[src/tilt_compensated_orientation_unit_assert.svh]
// assertion macros for the orientation unit, clocked on clk, off during reset
`ifndef TILT_COMPENSATED_ORIENTATION_UNIT_ASSERT_SVH
`define TILT_COMPENSATED_ORIENTATION_UNIT_ASSERT_SVH

// same-cycle implication
`define TCO_ASSERT_IMP(label, ante, cons) \
    label: assert property (@(posedge clk) disable iff (!rst_n) (ante) |-> (cons)) \
        else $error("orientation unit: property violated");

// next-cycle implication
`define TCO_ASSERT_NXT(label, ante, cons) \
    label: assert property (@(posedge clk) disable iff (!rst_n) (ante) |=> (cons)) \
        else $error("orientation unit: property violated");

`endif

[src/tco_pkg.sv]
`timescale 1ns / 1ps

package tco_pkg;

    localparam int SAMPLE_W = 16;
    localparam int TIME_W = 32;
    localparam int ROLL_W = 16;
    localparam int PITCH_W = 15;
    localparam int HEAD_W = 16;

    // angle accumulator in 2^-20 degree
    localparam int ANG_FRAC = 20;
    localparam int ANGLE_W = 30;
    // cordic vector datapath
    localparam int DATA_W = 60;
    localparam int NORM_EXP = 54;
    localparam int TABLE_LEN = 24;
    localparam int CORDIC_STAGES_DEF = 16;

    // square root pipeline
    localparam int SQRT_IN_W = 48;
    localparam int SQRT_OUT_W = 24;
    localparam int SQRT_PER_STAGE = 2;
    localparam int SQRT_LAT = SQRT_OUT_W / SQRT_PER_STAGE;

    localparam int FULL_LIMIT = 18000;
    localparam int PITCH_LIMIT = 9000;

    localparam logic signed [ANGLE_W-1:0] HALF_TURN = ANGLE_W'(180 << ANG_FRAC);

    // atan(2^-i) in 2^-20 degree, rounded to nearest
    localparam logic signed [ANGLE_W-1:0] ATAN_TAB [TABLE_LEN] = '{
        30'sd47185920, 30'sd27855475, 30'sd14718068, 30'sd7471121,
        30'sd3750058,  30'sd1876857,  30'sd938658,   30'sd469357,
        30'sd234682,   30'sd117342,   30'sd58671,    30'sd29335,
        30'sd14668,    30'sd7334,     30'sd3667,     30'sd1833,
        30'sd917,      30'sd458,      30'sd229,      30'sd115,
        30'sd57,       30'sd29,       30'sd14,       30'sd7
    };

endpackage

[src/tco_isqrt.sv]
`timescale 1ns / 1ps

module tco_isqrt (
    input  logic                            clk,
    input  logic                            en,
    input  logic [tco_pkg::SQRT_IN_W-1:0]   radicand,
    output logic [tco_pkg::SQRT_OUT_W-1:0]  root
);

    localparam int IW = tco_pkg::SQRT_IN_W;
    localparam int OW = tco_pkg::SQRT_OUT_W;
    localparam int REM_W = OW + 2;
    localparam int ACC_W = REM_W + 2;
    localparam int LAT = tco_pkg::SQRT_LAT;

    typedef struct packed {
        logic [IW-1:0]    v;
        logic [REM_W-1:0] rem;
        logic [OW-1:0]    root;
    } sq_t;

    // one restoring digit: two radicand bits in, one root bit out
    function automatic sq_t sq_step(sq_t s);
        logic [ACC_W-1:0] acc;
        logic [ACC_W-1:0] trial;
        sq_t r;
        acc = {s.rem, s.v[IW-1 -: 2]};
        trial = {2'b00, s.root, 2'b01};
        r.v = {s.v[IW-3:0], 2'b00};
        if (acc >= trial)
        begin
            r.rem = REM_W'(acc - trial);
            r.root = {s.root[OW-2:0], 1'b1};
        end
        else
        begin
            r.rem = acc[REM_W-1:0];
            r.root = {s.root[OW-2:0], 1'b0};
        end
        return r;
    endfunction

    sq_t seed;
    sq_t st_reg [LAT];

    assign seed = '{v: radicand, rem: '0, root: '0};

    genvar k;
    generate
        for (k = 0; k < LAT; k++)
        begin : g_stage
            sq_t src;
            sq_t stage_next;
            if (k == 0)
            begin : g_first
                assign src = seed;
            end
            else
            begin : g_rest
                assign src = st_reg[k-1];
            end
            always_comb
            begin
                stage_next = src;
                for (int j = 0; j < tco_pkg::SQRT_PER_STAGE; j++)
                begin
                    stage_next = sq_step(stage_next);
                end
            end
            always_ff @(posedge clk)
            begin
                if (en)
                    st_reg[k] <= stage_next;
            end
        end
    endgenerate

    assign root = st_reg[LAT-1].root;

endmodule

[config.mk]
export PLATFORM = sky130hd
export DESIGN_NAME = tco_isqrt
export DESIGN_NICKNAME = d
export VERILOG_FILES = /design/src/tilt_compensated_orientation_unit_assert.svh /design/src/tco_pkg.sv /design/src/tco_isqrt.sv
export SDC_FILE = /design/constraint.sdc
export NUM_CORES = 2
export LEC_CHECK = 0
export BUFFER_PORTS_ARGS = -buffer_cell sky130_fd_sc_hd__buf_2
export CORE_MARGIN = 10
export CORE_UTILIZATION = 55
export CTS_BUF_LIST = sky130_fd_sc_hd__clkbuf_16
export DETAILED_ROUTE_END_ITERATION = 7
export PLACE_DENSITY = 0.75
export SYNTH_ARGS = -nofsm -noshare
export SYNTH_HDL_FRONTEND = slang
export SYNTH_SLANG_ARGS = --single-unit
[constraint.sdc]
create_clock -name clk -period 5.8 [get_ports clk]
set_input_delay 1.74 -clock clk [delete_from_list [all_inputs] [get_ports clk]]
set_output_delay 1.74 -clock clk [all_outputs]
set_load 0.01 [all_outputs]
# After elaboration in Yosys (flattened, before gate mapping)
# Memory sizes are Yosys's and may differ from the RTL's.
# Index checks and enable logic that the tools add are counted.
op_classes:
  magnitude_cmp: 24
  n_mux: 26
  n_addsub: 24
op_table:
  columns: ["cell", "count"]
  rows:
  - ["50-bit 2-to-1 mux", 24]
  - ["28-bit by 26-bit greater-or-equal comparator with 1-bit output", 23]
  - ["26-bit subtractor", 23]
  - ["2-bit by 1-bit subtractor with 3-bit output (second input constant)", 1]
  - ["2-bit by 1-bit greater-or-equal comparator with 1-bit output (second input constant)", 1]
  - ["1-bit 2-to-1 mux", 2]
word_totals:
  mem_bits_rw: 1128
  word_cells: 75
  mem_count: 1
  regBits: 0
  input_bits: 50
memory_table:
  columns: ["memory", "depth", "word_bits", "rd", "rd_ports_with_merged_regs", "wr", "line_no", "source"]
  rows:
  - ["st_reg", 12, 94, 12, 0, 12, "tco_isqrt.sv:44", "sq_t st_reg [LAT];"]

# Logic depth before layout (Yosys ltp)
# An unclocked memory read counts as a cell.
logic_depth:
  ltp_word: 5
  ltp_mapped: 29

# Worst setup path after synthesis
# OpenSTA, ideal clock, no wires.
synth_path:
  path_type: "register to register"
  from: "mem st_reg[2][113] (netlist bit)"
  to: "mem st_reg[2][216] (netlist bit), data pin"
  stages_incl_launch_ff: 23
  path_buffers: 5
  setup_ns: 0.260
  synth_period_minus_slack_ns: 5.735
  arrival_time_ns: 5.476
  path_slack_ns: 0.065
  path_cell_list: "edfxtp_1 -> inv_1 -> ha_1 -> clkbuf_1 -> a2111oi_0 -> o21ai_0 -> a211o_1 -> nor2_1 -> clkbuf_1 -> buf_1 -> nand2_1 -> o21ai_0 -> ha_1 -> clkbuf_1 -> a21oi_1 -> o21ai_0 -> a221o_1 -> a21oi_1 -> nor2_1 -> or4_1 -> a211oi_1 -> clkbuf_1 -> mux2_2"
synth_rtl:
  columns: ["item", "line_no"]
  rows:
  - ["start, declared", "tco_isqrt.sv:44"]

==> parameters.txt <==
Parameter                              Value

Final layout
  Fill cell count    6601
  Most common cell after layout, fill and taps aside    sky130_fd_sc_hd__edfxtp_1
  Proportion of layout cells with a drive suffix above 1    9.241%
  Final Instance Count excl. Fillers    5606
  Top library cells by usage in the layout, fill and taps aside    sky130_fd_sc_hd__edfxtp_1, sky130_fd_sc_hd__nand2_1, sky130_fd_sc_hd__ha_1, sky130_fd_sc_hd__a21oi_1, sky130_fd_sc_hd__nor2_1
  Flip-flop count of the largest register, all copies and words added    689
  Final non-filler cell area    49100 sq um
  Area grow syn2layout    10.82%
  Final net count    4863

Run status
  Status    completed

Placement
  Weighted congestion reported at the end of routability-driven placement    0.9442
  Post-Place Setup Slack    -71.08 ps
  Hpwl dp    79840 um
  Number of I/O port buffers    73
  Dpl cell area    46610 sq um
  Instance count after placement with tap cells included    5470

Critical path
  Arr. time, crit path    5940 ps
  Largest incremental delay on the critical path    440 ps
  Crit end category    flip-flop
  Dominant delay contributor by cell family on the critical path    compound AO/OA/AOI/OAI gates
  Crit-path slowest cell    sky130_fd_sc_hd__ha_1
  Setup Crit Path Kind    reg -> reg
  Required time reported for the critical path endpoint    6160 ps
  Maximum fanout along the worst path    20
  Element type at the critical path start    flip-flop
  Cell chain of the critical path    inv_1 -> ha_1 -> a21oi_1 -> o21ai_0 -> and3_1 -> a211o_1 -> nor2_4 -> buf_6 -> buf_4 -> o21ai_0 -> ha_1 -> and3_1 -> nand2_1 -> nor3_1 -> nand3_1 -> o211ai_1 -> a2111o_1 -> a211oi_4 -> buf_4 -> a2111oi_0 -> nor3_1
  Reg2reg setup slack    220 ps
  Buf+Inv Stages, Crit Path    4

Clock network
  Clk root buf    sky130_fd_sc_hd__clkbuf_16
  Number of sinks on the clock net    689
  Number of clock buffers inserted by TritonCTS    72
  Longest Clk Path Bufs    3
  Hold buffer count at CTS    0
  H-tree depth    3
  Clock tree from TritonCTS    built
  Clock latency of the later-clocked register in the worst-skew pair    650 ps
  CTS clock-pin slew for the worst setup and hold paths    60 ps

Synth
  Post-synthesis sequential area ratio    46.69%
  Number of register bits inferred by synthesis    689
  Mean area per synthesized cell    10.25 sq um
  Library cells used by synthesis    90
  FFs w/ async S/R, synth    0%
  Synth warn    0
  Most instantiated flip-flop cell in the synthesis netlist    sky130_fd_sc_hd__edfxtp_1
  Synth Cell Area    44310 sq um
  EDFF count, synth    689
  Number of cells produced by synthesis    4321

Route
  Via-per-instance ratio    6.002
  Top Metal Used    met4
  Post-detailed-route wirelength per cell    18.53 um
  Length of the first detailed-routing pass in iterations    6
  Iter 0 DRT Violations    2989
  WL final    103900 um
  Remaining number of nets flagged by the antenna check after routing    0
  DRC    0
  Met3 routed WL    6387 um
  Total number of vias    33650
  Routed length on met2    48170 um
  Met1 routed wirelength after detailed routing    46970 um

Floorplan
  IO Pins    74
  Die width    303.8 um
  Standard-cell row count    104
  Die footprint    92320 sq um
  Initial standard-cell utilization of the core    55.28%
  Core region area    80160 sq um
  Die boundary height    303.8 um

STA
  Pin slew with the least headroom to its limit    902.9 ps
  Share of the cycle needed by the critical path after routing    96.18%
  Fin worst setup slack    221.3 ps
  Count of final setup violators    0
  Hold Fails Final Rpt    0
  Worst rel slew slack    39.17%
  Final clock skew    30.50 ps
  Final Max Slew Viols    0
  Highest Clock Rate    179.3 MHz
  Final period demand of the worst path    5579 ps

Global route
  Antenna violations before repair    0
  Total routing usage reported by global routing    21.52%
  Pin count of the biggest net entering global routing    96
  Gr ovfl total    0
  Vias in the first global route    31930
  Wire length of the first global-routing pass    166500 um

Worst hold path
  Min-Delay Path Class    reg -> reg

Power and ir drop
  Overall power after layout    20.08 mW
  Maximum VDD drop    0.0002738 V
  PD cells    408.9 nW/um^2
  Leakage power total    19.34 nW

Run
  Number of max-capacitance violations reported    0
synth_stat cells, drive strengths merged, types with 20 or more instances:
master / instances / area [sq um]
o21a: 70 / 525.5
xnor2: 254 / 2225
nand2: 376 / 1411
o211ai: 25 / 187.7
nand4: 56 / 356.6
and2: 20 / 125.1
ha: 321 / 4016
and3: 40 / 250.2
nand3: 88 / 440.4
a211oi: 28 / 210.2
o21ai: 266 / 1331
mux2: 43 / 484.2
or2: 25 / 156.4
a21o: 124 / 930.9
or4: 29 / 225.2
nor3: 118 / 600.6
edfxtp: 689 / 20690
nor2: 299 / 1122
clkbuf: 69 / 259.0
nor4: 72 / 475.5
o31ai: 43 / 322.8
nand3b: 25 / 187.7
xor2: 149 / 1305
nand2b: 62 / 387.9
a21oi: 307 / 1536
buf: 27 / 137.6
a31oi: 24 / 150.1
or3: 38 / 237.7
o21bai: 36 / 274.0
nor2b: 51 / 319.1
inv: 284 / 1066
kinds of logic (layout without fill, tap and decap cells):
kind of cell	after synthesis	after routing	synth area share (%)
AO/OA/AOI/OAI	1099	1099	15.87
XOR/XNOR	403	403	7.966
buffers and inverters	382	605	3.346
other	1	3	0.008463
multiplexers	59	59	1.454
adder cells (fa/ha/maj)	321	321	9.064
AND/OR/NAND/NOR	1367	1367	15.60
flip-flops	689	689	46.69
timing repair:
action                                  in CTS  in global routing
resized for setup                            2                 35
endpoints found under the setup margin       6                125
buffers inserted                             0                  7
cloned                                       0                  1
pin swaps                                    0                  2
where the power goes:
part | total [mW] | switching [mW] | internal, mW | leakage [nW]
Clock | 4.49 | 2.00 | 2.49 | 1.17
Sequential | 7.22 | 0.625 | 6.60 | 6.59
Combinational | 8.37 | 4.84 | 3.52 | 11.6
final timing paths:
path	depth (start not counted)	to	startpoint
worst max-delay path	21	st_reg[2][234]$_DFFE_PP_	st_reg[2][111]$_DFFE_PP_
worst min-delay path	0	st_reg[2][279]$_DFFE_PP_	st_reg[2][181]$_DFFE_PP_
worst max register to register	21	st_reg[2][234]$_DFFE_PP_	st_reg[2][111]$_DFFE_PP_
worst min register to register	0	st_reg[2][279]$_DFFE_PP_	st_reg[2][181]$_DFFE_PP_
metal layers:
metal  track usage, %  vias up
met4            5.890        0
li1                 -    16460
met3            3.108      151
met2            35.02     1049
met1            29.70    15990
met5                0        -
layout make-up:
cell class,count,area (sq um),share of cell area [%]
Inverter,286,1094,2.227
Antenna cell,1,2.502,0.005096
Sequential cell,689,20690,42.13
Tap cell,1060,1326,2.701
Clock buffer,72,1802,3.669
Timing Repair inverter,1,5.005,0.01019
Timing Repair Buffer,191,1390,2.831
Clock inverter,55,514.2,1.047
Multi-Input combinational cell,3251,22280,45.38
stage by stage:
step	util [%]	hold slack (ps)	setup TNS, ps
after global placement	58.15	400.4	0
after detailed placement	58.15	404.5	-208.2
after floorplan	-	400.3	0
after global routing	61.26	414.8	-60.35
after CTS	61.05	409.6	0
final	61.26	411.8	0
(Power assumes the default switching activity.)
