$ cat src/tilt_compensated_orientation_unit_assert.svh
// assertion macros for the orientation unit, clocked on clk, off during reset
`ifndef TILT_COMPENSATED_ORIENTATION_UNIT_ASSERT_SVH
`define TILT_COMPENSATED_ORIENTATION_UNIT_ASSERT_SVH

// same-cycle implication
`define TCO_ASSERT_IMP(label, ante, cons) \
    label: assert property (@(posedge clk) disable iff (!rst_n) (ante) |-> (cons)) \
        else $error("orientation unit: property violated");

// next-cycle implication
`define TCO_ASSERT_NXT(label, ante, cons) \
    label: assert property (@(posedge clk) disable iff (!rst_n) (ante) |=> (cons)) \
        else $error("orientation unit: property violated");

`endif

$ cat src/tco_pkg.sv
`timescale 1ns / 1ps

package tco_pkg;

    localparam int SAMPLE_W = 16;
    localparam int TIME_W = 32;
    localparam int ROLL_W = 16;
    localparam int PITCH_W = 15;
    localparam int HEAD_W = 16;

    // angle accumulator in 2^-20 degree
    localparam int ANG_FRAC = 20;
    localparam int ANGLE_W = 30;
    // cordic vector datapath
    localparam int DATA_W = 60;
    localparam int NORM_EXP = 54;
    localparam int TABLE_LEN = 24;
    localparam int CORDIC_STAGES_DEF = 16;

    // square root pipeline
    localparam int SQRT_IN_W = 48;
    localparam int SQRT_OUT_W = 24;
    localparam int SQRT_PER_STAGE = 2;
    localparam int SQRT_LAT = SQRT_OUT_W / SQRT_PER_STAGE;

    localparam int FULL_LIMIT = 18000;
    localparam int PITCH_LIMIT = 9000;

    localparam logic signed [ANGLE_W-1:0] HALF_TURN = ANGLE_W'(180 << ANG_FRAC);

    // atan(2^-i) in 2^-20 degree, rounded to nearest
    localparam logic signed [ANGLE_W-1:0] ATAN_TAB [TABLE_LEN] = '{
        30'sd47185920, 30'sd27855475, 30'sd14718068, 30'sd7471121,
        30'sd3750058,  30'sd1876857,  30'sd938658,   30'sd469357,
        30'sd234682,   30'sd117342,   30'sd58671,    30'sd29335,
        30'sd14668,    30'sd7334,     30'sd3667,     30'sd1833,
        30'sd917,      30'sd458,      30'sd229,      30'sd115,
        30'sd57,       30'sd29,       30'sd14,       30'sd7
    };

endpackage

$ cat src/tco_to_cdeg.sv
`timescale 1ns / 1ps

module tco_to_cdeg #(
    parameter int OUT_W = tco_pkg::ROLL_W,
    parameter int LIMIT = tco_pkg::FULL_LIMIT
) (
    input  logic                               clk,
    input  logic                               en,
    input  logic signed [tco_pkg::ANGLE_W-1:0] angle,
    output logic signed [OUT_W-1:0]            cdeg
);

    localparam int AW = tco_pkg::ANGLE_W;
    localparam int FR = tco_pkg::ANG_FRAC;
    localparam int PROD_W = AW + 8;
    localparam int RND_W = PROD_W - FR;
    localparam int VAL_W = RND_W + 1;
    localparam logic [PROD_W-1:0] HALF = PROD_W'(1) << (FR - 1);
    localparam logic signed [VAL_W-1:0] LIM_V = VAL_W'(LIMIT);

    logic signed [PROD_W-1:0] prod_reg;
    logic signed [PROD_W-1:0] prod_next;
    logic signed [OUT_W-1:0]  cdeg_reg;
    logic signed [OUT_W-1:0]  cdeg_next;
    logic [PROD_W-1:0]        mag;
    logic [PROD_W-1:0]        sum;
    logic signed [VAL_W-1:0]  val;

    assign prod_next = PROD_W'(angle) * PROD_W'(100);

    // round half away from zero, then clamp
    always_comb
    begin
        mag = (prod_reg < 0) ? $unsigned(-prod_reg) : $unsigned(prod_reg);
        sum = mag + HALF;
        val = $signed({1'b0, sum[PROD_W-1:FR]});
        if (prod_reg < 0)
            val = -val;
        if (val > LIM_V)
            val = LIM_V;
        if (val < -LIM_V)
            val = -LIM_V;
        cdeg_next = OUT_W'(val);
    end

    always_ff @(posedge clk)
    begin
        if (en)
        begin
            prod_reg <= prod_next;
            cdeg_reg <= cdeg_next;
        end
    end

    assign cdeg = cdeg_reg;

endmodule

$ cat config.mk
export PLATFORM = sky130hd
export DESIGN_NAME = tco_to_cdeg
export DESIGN_NICKNAME = d
export VERILOG_FILES = /design/src/tilt_compensated_orientation_unit_assert.svh /design/src/tco_pkg.sv /design/src/tco_to_cdeg.sv
export SDC_FILE = /design/constraint.sdc
export NUM_CORES = 1
export LEC_CHECK = 0
export BUFFER_PORTS_ARGS = -buffer_cell sky130_fd_sc_hd__buf_4
export CORE_MARGIN = 3
export CORE_UTILIZATION = 38
export DETAILED_ROUTE_END_ITERATION = 10
export SLEW_MARGIN = 20
export SYNTH_ARGS = -nofsm -noshare
export SYNTH_HDL_FRONTEND = slang
export SYNTH_SLANG_ARGS = --single-unit
$ cat constraint.sdc
create_clock -name clk -period 9.2 [get_ports clk]
set_input_delay 0.46 -clock clk [delete_from_list [all_inputs] [get_ports clk]]
set_output_delay 0.46 -clock clk [all_outputs]
set_load 0.01 [all_outputs]
**Yosys cells after proc, flatten, opt, wreduce, memory -nomap -nowiden**

Cells that the tools add are included.

- Add/subtract/negate cells: 3
- Multiply operators: 1
- Order comparisons: 3
- Mux-type cells: 3

Operators by type and width:

| cell | number |
|---|---|
| adder 38 x 20 -> 38 bit, second input constant | 1 |
| < comparator 38 x 1 -> 1 bit, second input constant | 1 |
| 2-to-1 mux 19 bit | 2 |
| 2-to-1 mux 38 bit | 1 |
| negator 38 bit | 1 |
| multiplier 30 x 6 -> 36 bit, second input constant | 1 |
| > comparator 19 x 16 -> 1 bit, second input constant | 1 |
| < comparator 19 x 16 -> 1 bit, second input constant | 1 |
| negator 18 -> 19 bit | 1 |

- Bits in registers: 52
- Input bits: 32
- Output and inout port bits: 16
- Logic and storage cells: 12

**Longest topological paths before layout**

Gate-level depths: netlist of run 1.

- Depth after elaboration: 8
- Mapped depth: 23
- Depth with buffers taken out: 20

**Worst setup path before layout of run 1**

OpenSTA, ideal clock, no wires.

- Path kind: register to register
- Start point: reg prod_reg[37]
- End point: reg cdeg_reg[4] (netlist: cdeg[4]), data pin
- Library setup time: 259 ps
- Data arrival time: 5337 ps
- Required time: 8941 ps
- Setup slack: 3603 ps
- Cell stages (with the launch flop): 23
- Path buffers: 6
- Clock period less this slack: 5597 ps
- Path through: edfxtp_1 > clkbuf_1 > clkbuf_1 > clkbuf_1 > clkbuf_1 > clkbuf_1 > o21ai_0 > xnor2_1 > ha_1 > and2_1 > nand4_1 > mux2i_1 > nor2_1 > a211oi_1 > xnor2_1 > or4_1 > buf_2 > nor3_1 > nor4b_2 > a31oi_1 > a211oi_4 > a21oi_2 > or2_1

- Word-level cells in the longest chain between the ends: 8
- Elaborated cells on any way between the ends: 9
- Classes of those cells: 3 x add/sub; 3 x order compare; 3 x mux

RTL lines:

| element | line | source |
|---|---|---|
| from (decl) | tco_to_cdeg.sv:21 | `logic signed [PROD_W-1:0] prod_reg;` |
| from (signal assigned) | tco_to_cdeg.sv:50 | `prod_reg <= prod_next;` |
| negator 38 bit or < comparator 38 x 1 -> 1 bit (tied branches) | tco_to_cdeg.sv:34, tco_to_cdeg.sv:37 |  |
| 2-to-1 mux 38 bit | tco_to_cdeg.sv:34 | `mag = (prod_reg < 0) ? $unsigned(-prod_reg) : $unsigned(prod_reg);` |
| adder 38 x 20 -> 38 bit | tco_to_cdeg.sv:35 | `sum = mag + HALF;` |
| negator 18 -> 19 bit | tco_to_cdeg.sv:38 | `val = -val;` |
| 2-to-1 mux 19 bit * | tco_to_cdeg.sv:37 | `if (prod_reg < 0)` |
| > comparator 19 x 16 -> 1 bit | tco_to_cdeg.sv:39 | `if (val > LIM_V)` |
| 2-to-1 mux 19 bit * | tco_to_cdeg.sv:39 |  |
| < comparator 19 x 16 -> 1 bit | tco_to_cdeg.sv:41 | `if (val < -LIM_V)` |
| to (signal assigned) | tco_to_cdeg.sv:51 | `cdeg_reg <= cdeg_next;` |
| to (decl) | tco_to_cdeg.sv:23 | `logic signed [OUT_W-1:0] cdeg_reg;` |

Mark *: on every way between the ends. The rest lies on a longest branch, timed or not.
A chain may end at the register's enable or synchronous reset.

**Worst setup path in the final report of run 1**

- Start point: reg prod_reg[7]
- End point: reg cdeg_reg[4] (netlist: cdeg[4]), data pin

Same word-level chain as after synthesis.

==> flow_summary_export.csv, run 1 <==
group,metric,value,unit
die,fp.dieW,143,um
yosys,synth_edf_count,52,
power_and_ir_drop,ir_drop,0.0000858,V
detailed_routing,viasPerCell,5.18,
clocking,insertion_delay,0.29,ns
critical_path,reg2reg_slack,3.56,ns
clocking,htreeDepth,2,
placed_design,place_congestion,0.845,
sta,post-route-min-period,5.64,ns
sta,hold_slack,0.364,ns
global_routing,grt_overflow,0,
clocking,clkTransAtPathRegs,0.07,ns
detailed_routing,drc,0,
min_path,min_path_type,"in2reg",
sta,worstMarginPinSlew,0.867,ns
yosys,synthTopCellsByArea,"edfxtp_1 (22%), ha_1 (17%), inv_1 (7.9%)",
critical_path,crit_required,9.25,ns
sta,max_freq,177,MHz
clocking,clock-root-buffer,"clkbuf_16",
sta,hold_violations,0,
layout,num-nets-final,1004,
layout,drive_gt1_share,9.52,%
global_routing,grt_max_degree,53,
critical_path,worst-path-max-fanout,8,
die,start_util,39.1,%
yosys,yosysSeqAreaShare,21.9,%
global_routing,grtUsageTotal,13.7,%
clocking,clock_sinks,52,
clocking,clockBufferDepth,2,
critical_path,worst-setup-path-type,"reg2reg",
critical_path,critical_path_arrival,5.69,ns
layout,layout_commonest_cell,"inv_1",
power_and_ir_drop,p_total,1.82,mW
yosys,synth_warnings,0,
yosys,synth_area,7120,um2
layout,area_delta_synth_final,11.3,%
clocking,cts_resized,0,
yosys,ys.flop_type,"edfxtp_1",
power_and_ir_drop,p_per_area,230,nW/um2
global_routing,antenna_found_initial,0,
die,dieHeight,143,um
placed_design,portBuffers,47,
die,ios,48,
die,row_count,49,
sta,clock_skew,0.00436,ns
yosys,ys_seq_elements,52,
sta,fin_tns_setup,0,ns
detailed_routing,vias,5594,
global_routing,grt_pass1_wl,24000,um
yosys,yosys.area.top_type,"edfxtp_1",
layout,most-common-layout-cells,"inv_1 (150), ha_1 (94), nor2_1 (52), xnor2_1 (52), edfxtp_1 (52)",
yosys,postSynthAreaPerCell,8.77,um2
clocking,cts_setup_buffers,0,
sta,setup_viol,0,
detailed_routing,drt-pass1-iter-count,5,
sta,fin_crit_sh,61.3,%
yosys,synth_cell_type_count,81,
run_status,status,"completed",
clocking,cts_tree,"yes",
yosys,ys_async_sr_fraction,0,%
layout,largest_reg_flops,36,
global_routing,grt_pass1_vias,5236,
sta,finalMaxSlewViolations,0,
clocking,cts_made_buffers,5,
placed_design,dpl.hpwl,11400,um
sta,timing.slew.headroom,41.7,%
critical_path,crit_path_start_kind,"flop",
layout,diodes,0,
power_and_ir_drop,leakagePower,3.66,nW
sta,rsz0062_at_grt,"no",
detailed_routing,drtIter0Drc,374,
detailed_routing,wl_per_cell,12.7,um
layout,fill_cells,1809,
yosys,syn_nets,966,
yosys,synth_top_area_share,21.9,%
die,die-area,20400,um2
detailed_routing,drt_wl_total,13700,um
die,core_area,18200,um2
clocking,holdBufCountCts,0,
run,cap_violations,0,
detailed_routing,ant_nets,0,
yosys,synthCells,812,
critical_path,crit_path_end_kind,"flop",
==> power by group <==
group	leakage, nW	switching [mW]	internal [mW]
combinational	3.05	0.633	0.461
sequential	0.510	0.0803	0.378
clock	0.104	0.0831	0.183
==> Yosys cell counts (all sizes together), types with 6 or more instances <==
| cell type | n |
|---|---|
| a2111oi | 6 |
| a211oi | 7 |
| a21o | 9 |
| a21oi | 27 |
| a31oi | 12 |
| and2 | 12 |
| and3 | 15 |
| clkbuf | 15 |
| edfxtp | 52 |
| fa | 28 |
| ha | 94 |
| inv | 150 |
| mux2i | 8 |
| nand2 | 29 |
| nand2b | 7 |
| nand3 | 18 |
| nand4 | 8 |
| nor2 | 53 |
| nor2b | 7 |
| nor3 | 19 |
| nor4 | 11 |
| o21a | 10 |
| o21ai | 32 |
| o31ai | 13 |
| or3 | 10 |
| or4 | 6 |
| xnor2 | 52 |
| xor2 | 24 |
==> per-layer routing <==
metal	track usage, %	vias to the layer above	part of all wire [%]
li1	-	2950	-
met1	20.7	2549	53
met2	21.7	87	43
met3	1.44	8	3.0
met4	2.15	0	0.77
met5	0	-	0
==> final timing paths <==
path	from	depth (start not counted)	end
max	prod_reg[7]	19	cdeg[4]
min	angle[1]	1	prod_reg[3]
max reg2reg	prod_reg[7]	19	cdeg[4]
min reg2reg	prod_reg[36]	2	cdeg[15]
==> cell families (layout without fill, tap and decap cells) <==
family / Yosys count / in the layout / share of synthesized area (%)
buffers and inverters: 169 / 208 / 8.96
adder cells (fa/ha/maj): 122 / 122 / 24.4
multiplexers: 9 / 9 / 1.28
flip-flops: 52 / 52 / 21.9
AO/OA/AOI/OAI: 169 / 169 / 17.2
XOR/XNOR: 76 / 76 / 9.35
AND/OR/NAND/NOR: 215 / 215 / 16.8
==> per-stage QoR <==
step	worst slack, ns	area, um2	std cells	util, %
floorplan	3.60	7120	812	-
global placement	3.76	7710	1072	42.3
detailed placement	3.60	7710	1072	42.3
CTS	3.60	7920	1080	43.5
global route	2.96	7920	1080	43.5
finish	3.56	7920	1080	43.5
==> worst max-delay path, cell delays in order, from the launching register on <==
cell      delay [ns]
edfxtp_1        0.42
nor4_4          0.48
and2_1          0.25
nand2_1         0.10
o21ai_0         0.20
xnor2_1         0.14
ha_1            0.25
and2_1          0.17
nand4_1         0.12
mux2i_1         0.20
nor2_1          0.17
a211oi_1        0.50
xnor2_1         0.26
or4_1           0.73
nor3_1          0.23
nor4b_2         0.38
a31oi_1         0.22
a211oi_4        0.26
a21oi_2         0.11
or2_1           0.21
==> area by class of cell <==
cell class,count,area [um2],area share (%)
clock buffers,5,125,1.58
clock inverters,3,90.1,1.14
inverters,150,563,7.11
multi-input cells,591,4920,62.1
flip-flops and latches,52,1560,19.7
well taps,229,287,3.62
repair buffers,50,375,4.74
Note: power is estimated with default switching activity, not from simulation.
==> inputs of run 2 (changes only) <==
- ABC_AREA: default -> 1
- clock period: 9.2 -> 5.5 ns (I/O delays scaled with it)
==> run 2 against run 1 <==
Global-route usage decreased by 0.20 points. Die area about the same. Sequential power increased by 59%. Final cell count increased by 19%. Synthesized area about the same. Register-to-register slack got worse by 2.3 ns. Critical path depth increased by 7. Count of clock-buffer cells in the layout unchanged. Power increased by 48%. Sequential share of layout area increased by 0.13 points. Critical endpoint is now prod_reg[36]. Highest routed layer unchanged.
==> flow_summary_export.csv, run 2 <==
group,metric,value,unit
sta,hold_violations,0,
power_and_ir_drop,comb_power_share,59.4,%
global_routing,grt_overflow,0,
yosys,synthCells,1012,
detailed_routing,drt-pass1-iter-count,4,
clocking,clock_sinks,52,
yosys,synth_area,7110,um2
yosys,synthTopCellsByArea,"edfxtp_1 (22%), ha_1 (17%), nand2_1 (14%)",
detailed_routing,ant_nets,0,
die,fp.dieW,143,um
clocking,clock-root-buffer,"clkbuf_16",
critical_path,r2r_end,"cdeg[1]",
sta,fin_crit_sh,81.2,%
placed_design,place_congestion,0.907,
yosys,synth_compound_area_share,5.47,%
yosys,ys_async_sr_fraction,0,%
sta,fin_tns_setup,0,ns
detailed_routing,wl_per_cell,10.1,um
critical_path,crit_required,5.54,ns
critical_path,reg2regPathDepth,32,
layout,drive_gt1_share,10.9,%
layout,diodes,0,
min_path,holdPathEnd,"prod_reg[4]",
clocking,cts_resized,0,
sta,worstMarginPinSlew,0.855,ns
sta,timing.slew.headroom,43.0,%
yosys,synth_top_area_share,21.9,%
power_and_ir_drop,power.internal,1.44,mW
yosys,synth_cell_type_count,40,
critical_path,crit_path_end_kind,"flop",
min_path,whs_path_depth,1,
min_path,holdCritStartpoint,"angle[2]",
global_routing,grt_pass1_vias,5573,
yosys,synth_warnings,0,
run,cap_violations,0,
global_routing,grt_pass1_wl,23700,um
detailed_routing,drc,0,
global_routing,grtUsageTotal,13.5,%
yosys,yosysMostFrequentCell,"nand2_1",
yosys,synth_xor_xnor_area_share,4.66,%
placed_design,place_area,7700,um2
clocking,holdBufCountCts,0,
placed_design,dpl.hpwl,11500,um
yosys,synthSimpleGateAreaFrac,30.6,%
critical_path,crit_buf_inv,7,
critical_path,cpLargestDelayFamily,"compound AO/OA/AOI/OAI gates",
yosys,synth.area.mux_share,0,%
yosys,syn_nets,1166,
clocking,clockBufferDepth,2,
critical_path,worst-setup-path-type,"in2reg",
clocking,clkTransAtPathRegs,0.07,ns
critical_path,critical_path_arrival,4.51,ns
critical_path,r2r-start,"prod_reg[2]",
die,die-area,20400,um2
yosys,synth_edf_count,52,
sta,fin_ws,1.03,ns
critical_path,worst-path-max-fanout,4,
detailed_routing,vias,5860,
layout,most-common-layout-cells,"nand2_1 (260), inv_1 (215), nor2_1 (94), ha_1 (94), nand3_1 (62)",
detailed_routing,viasPerCell,4.55,
yosys,ys_seq_elements,52,
power_and_ir_drop,p_per_area,341,nW/um2
die,core_area,18100,um2
die,start_util,39.2,%
global_routing,antenna_found_initial,0,
clocking,cts_setup_buffers,0,
yosys,ys.flop_type,"edfxtp_1",
power_and_ir_drop,p_sw,1.25,mW
yosys,synth_adder_area_share,24.4,%
yosys,yosysSeqAreaShare,21.9,%
layout,num-nets-final,1211,
layout,largest_reg_flops,36,
run_status,status,"completed",
yosys,synth_top_family_by_area,"simple AND/OR/NAND/NOR gates",
placed_design,portBuffers,47,
power_and_ir_drop,leakagePower,4.25,nW
yosys,yosys.area.top_type,"edfxtp_1",
layout,fin_cells,1287,
detailed_routing,drtIter0Drc,206,
power_and_ir_drop,switching_share,46.4,%
critical_path,crit_slowest_cell,"fa_1",
power_and_ir_drop,power_frac_seq,27.1,%
placed_design,dp_cells,1279,
power_and_ir_drop,pwr-share-clk,13.5,%
detailed_routing,drt_wl_total,13100,um
layout,finalInstanceArea,7870,um2
critical_path,cpPeakStageDelay,0.49,ns
global_routing,grt_max_degree,53,
yosys,postSynthAreaPerCell,7.03,um2
yosys,synth_top_cells_by_count,"nand2_1 (260), inv_1 (215), ha_1 (94), nor2_1 (94), nand3_1 (62)",
sta,max_freq,224,MHz
die,ios,48,
clocking,cts_made_buffers,5,
min_path,min_path_type,"in2reg",
layout,area_delta_synth_final,10.6,%
critical_path,crit_path_start_kind,"primary input",
sta,post-route-min-period,4.47,ns
sta,clock_skew,0.00586,ns
layout,layout_commonest_cell,"nand2_1",
clocking,htreeDepth,2,
die,row_count,49,
die,dieHeight,143,um
clocking,insertion_delay,0.30,ns
clocking,cts_tree,"yes",
sta,rsz0062_at_grt,"no",
sta,finalMaxSlewViolations,0,
power_and_ir_drop,ir_drop,0.000154,V
critical_path,reg2reg_slack,1.22,ns
placed_design,preCtsSetupSlack,0.679,ns
sta,setup_viol,0,
[run 2: cell count changes after synthesis, sizes merged, moves of 12 or more]
cell    before  now
clkbuf      15    1
nor3        19    3
nand2       29  280
nor2        53  112
nand3       18   67
inv        150  227
xnor2       52    9
and3        15    0
o31ai       13    1
[run 2: power by group through the flow]
stage          clock network [mW]  registers, mW  logic [mW]
3_3_place_gp                    0          0.735        1.60
6_report                    0.361          0.728        1.60
3_5_place_dp                    0          0.737        1.61
5_1_grt                     0.387          0.747        1.90
4_1_cts                     0.371          0.729        1.62
2_1_floorplan                   0          0.715        1.29
[run 2: worst reg2reg max path, delay by kind of cell, from the launching register on]
kind          cells  cell delay (ns)
flops             1             0.43
xor+xnor          1             0.20
buf+inv           2             0.15
fa+ha+maj         2             0.44
simple gates     27             2.83
[run 2: stage by stage]
stage / hold WS, ns / utilization, % / power, mW
after floorplan: 0.374 / - / 2.00
after global placement: 0.477 / 42.4 / 2.34
after detailed placement: 0.482 / 42.4 / 2.35
after CTS: 0.170 / 43.4 / 2.72
after global routing: 0.166 / 43.4 / 3.03
final: 0.175 / 43.4 / 2.69
[run 2: worst max path at each step]
stage / depth (start not counted) / slack, ns / to / start
detailed placement: 26 / 0.68 / prod_reg[36] / angle[3]
floorplan: 28 / 1.25 / prod_reg[35] / angle[1]
global route: 26 / 0.58 / prod_reg[36] / angle[4]
CTS: 26 / 0.98 / prod_reg[36] / angle[3]
finish: 26 / 1.03 / prod_reg[36] / angle[4]
global placement: 26 / 0.78 / prod_reg[36] / angle[3]
[run 2: area by class of cell]
cell class	count	area [um2]
Clock buffer	5	125
Clock inverter	3	46.3
Fill cell	1917	10300
Inverter	228	856
Multi-Input combinational cell	722	4630
Sequential cell	52	1560
Tap cell	229	287
Timing Repair Buffer	48	360
[run 2: cell families after synthesis]
group	count (synthesis)
AND/OR/NAND/NOR	492
buffers and inverters	238
adder cells (fa/ha/maj)	122
AO/OA/AOI/OAI	71
flip-flops	52
XOR/XNOR	37
[run 2: routing by layer]
layer  up-vias  track usage [%]  share of wire [%]
li1       3243                -                  -
met1      2548             18.0                 50
met2        57             23.8                 47
met3        12             1.61                2.1
met4         0             2.75                1.3
met5         -                0                  0
==> inputs of run 3 (changes only) <==
- clock period: 5.5 -> 3.8 ns (I/O delays scaled with it)
==> run 3 against run 2 <==
Die area stayed put. Via count is 16% higher. The run now ends with setup timing left. Routed wire length is 25% higher. Global-route usage is 2.4 points higher. Critical endpoint is now cdeg[7]. Register-to-register slack worse by 1.3 ns. Worst setup slack worse by 1.1 ns.
==> flow_summary_export.csv, run 3 (synthesis gave the netlist of run 2 again) <==
group,metric,value,unit
layout,most-common-layout-cells,"buf_4 (237), inv_1 (206), nand2_1 (198)",
sta,fin_ws,-0.0312,ns
detailed_routing,drc,0,
global_routing,grt_pass1_vias,6742,
global_routing,grtUsageTotal,16.0,%
power_and_ir_drop,p_per_area,529,nW/um2
sta,rsz0062_at_grt,"yes",
placed_design,dpl.hpwl,12800,um
die,dieHeight,143,um
clocking,clock_sinks,52,
critical_path,crit_slowest_cell,"edfxtp_1",
detailed_routing,vias,6790,
clocking,cts_made_buffers,5,
critical_path,cpPeakStageDelay,0.45,ns
sta,timing.slew.headroom,59.3,%
die,core_area,18100,um2
layout,utilization,57.3,%
clocking,clock-root-buffer,"clkbuf_16",
critical_path,crit_required,3.84,ns
layout,fill_cells,1655,
sta,clock_skew,0.00506,ns
power_and_ir_drop,switching_share,43.4,%
power_and_ir_drop,p_sw,2.38,mW
power_and_ir_drop,ir_drop,0.000252,V
min_path,whs_path_depth,1,
detailed_routing,viasPerCell,4.53,
global_routing,grt_max_degree,53,
run_status,status,"complete, but fails checks",
sta,setup_viol,11,
detailed_routing,wl_per_cell,10.9,um
power_and_ir_drop,leakagePower,5.50,nW
critical_path,reg2regPathDepth,29,
run_status,violations,"setup timing",
placed_design,place_area,8980,um2
clocking,clockBufferDepth,2,
sta,worstMarginPinSlew,0.611,ns
power_and_ir_drop,power.internal,3.11,mW
detailed_routing,drt-pass1-iter-count,4,
clocking,cts_tree,"yes",
die,row_count,49,
layout,largest_reg_flops,36,
run,cap_violations,0,
critical_path,crit_path_end_kind,"flop",
min_path,min_path_type,"in2reg",
die,die-area,20400,um2
detailed_routing,drtIter0Drc,216,
clocking,insertion_delay,0.29,ns
layout,finalInstanceArea,10400,um2
die,fp.dieW,143,um
sta,post-route-min-period,3.83,ns
clocking,clkTransAtPathRegs,0.07,ns
critical_path,crit_path_start_kind,"flop",
layout,num-nets-final,1422,
die,start_util,39.2,%
global_routing,antenna_found_initial,0,
layout,fin_cells,1498,
power_and_ir_drop,pwr-share-clk,8.0,%
die,ios,48,
sta,hold_slack,0.0878,ns
layout,area_delta_synth_final,46.1,%
placed_design,portBuffers,47,
critical_path,worst-path-max-fanout,6,
placed_design,place_congestion,0.827,
clocking,htreeDepth,2,
critical_path,path_common_cell,"nand2_4",
clocking,holdBufCountCts,0,
placed_design,dp_cells,1433,
layout,diodes,0,
sta,finalMaxSlewViolations,0,
global_routing,grt_overflow,0,
sta,hold_violations,0,
layout,drive_gt1_share,38.3,%
power_and_ir_drop,comb_power_share,72.9,%
detailed_routing,drt_wl_total,16300,um
global_routing,grt_pass1_wl,27800,um
sta,fin_crit_sh,101,%
power_and_ir_drop,p_total,5.50,mW
power_and_ir_drop,power_frac_seq,19.2,%
detailed_routing,ant_nets,0,
critical_path,worst-setup-path-type,"reg2reg",
sta,max_freq,261,MHz
critical_path,critical_path_arrival,3.88,ns
layout,layout_commonest_cell,"buf_4",
==> run 3: path summary, 6_finish.rpt <==
check | startpoint | end | slack [ns]
min | angle[2] | prod_reg[4] | 0.09
min reg2reg | prod_reg[36] | cdeg[14] | 1.24
max | prod_reg[5] | cdeg[7] | -0.03
max reg2reg | prod_reg[5] | cdeg[7] | -0.03
==> run 3: worst max-delay path, delay by kind of cell (launching register included) <==
family / cells / cell delay (ns)
DFF: 1 / 0.45
buffers and inverters: 3 / 0.35
AOI/OAI and AO/OA: 1 / 0.08
and+or+nand+nor: 25 / 2.69
==> run 3: metrics by stage <==
stage / setup TNS [ns] / setup WS (ns)
after floorplan: -0.155 / -0.0801
after global placement: -4.22 / -0.314
after detailed placement: -5.27 / -0.346
final: -0.196 / -0.0312
after global routing: -4.69 / -0.308
after CTS: -0.0533 / -0.0109
==> run 3: routing by layer <==
metal	GRT usage, %	share of wire (%)	up-vias
li1	-	-	3673
met1	18.9	45	3040
met2	31.1	52	63
met3	1.81	1.8	14
met4	2.70	0.96	0
met5	0	0	-
==> run 3: cell type report <==
| cell class | count | area [um2] | share of cell area, % |
|---|---|---|---|
| Sequential cell | 52 | 1560 | 15.0 |
| Timing Repair Buffer | 258 | 2040 | 19.6 |
| Inverter | 228 | 862 | 8.29 |
| Clock buffer | 6 | 129 | 1.24 |
| Tap cell | 229 | 287 | 2.76 |
| Clock inverter | 2 | 11.3 | 0.108 |
| Multi-Input combinational cell | 723 | 5510 | 53.0 |
==> run 3: power groups by stage <==
| stage | registers (mW) | clock network, mW | logic, mW |
|---|---|---|---|
| 2_1_floorplan | 1.03 | 0 | 1.92 |
| 3_3_place_gp | 1.04 | 0 | 3.13 |
| 3_5_place_dp | 1.04 | 0 | 3.18 |
| 4_1_cts | 1.04 | 0.450 | 3.62 |
| 5_1_grt | 1.08 | 0.463 | 4.49 |
| 6_report | 1.05 | 0.438 | 4.01 |
==> run 3: what timing repair did <==
action                     in CTS  in global routing
setup endpoints to repair      17                 28
resized for setup              96                124
pin swaps                      84                102
buffers inserted               42                 21
cloned                          2                  0
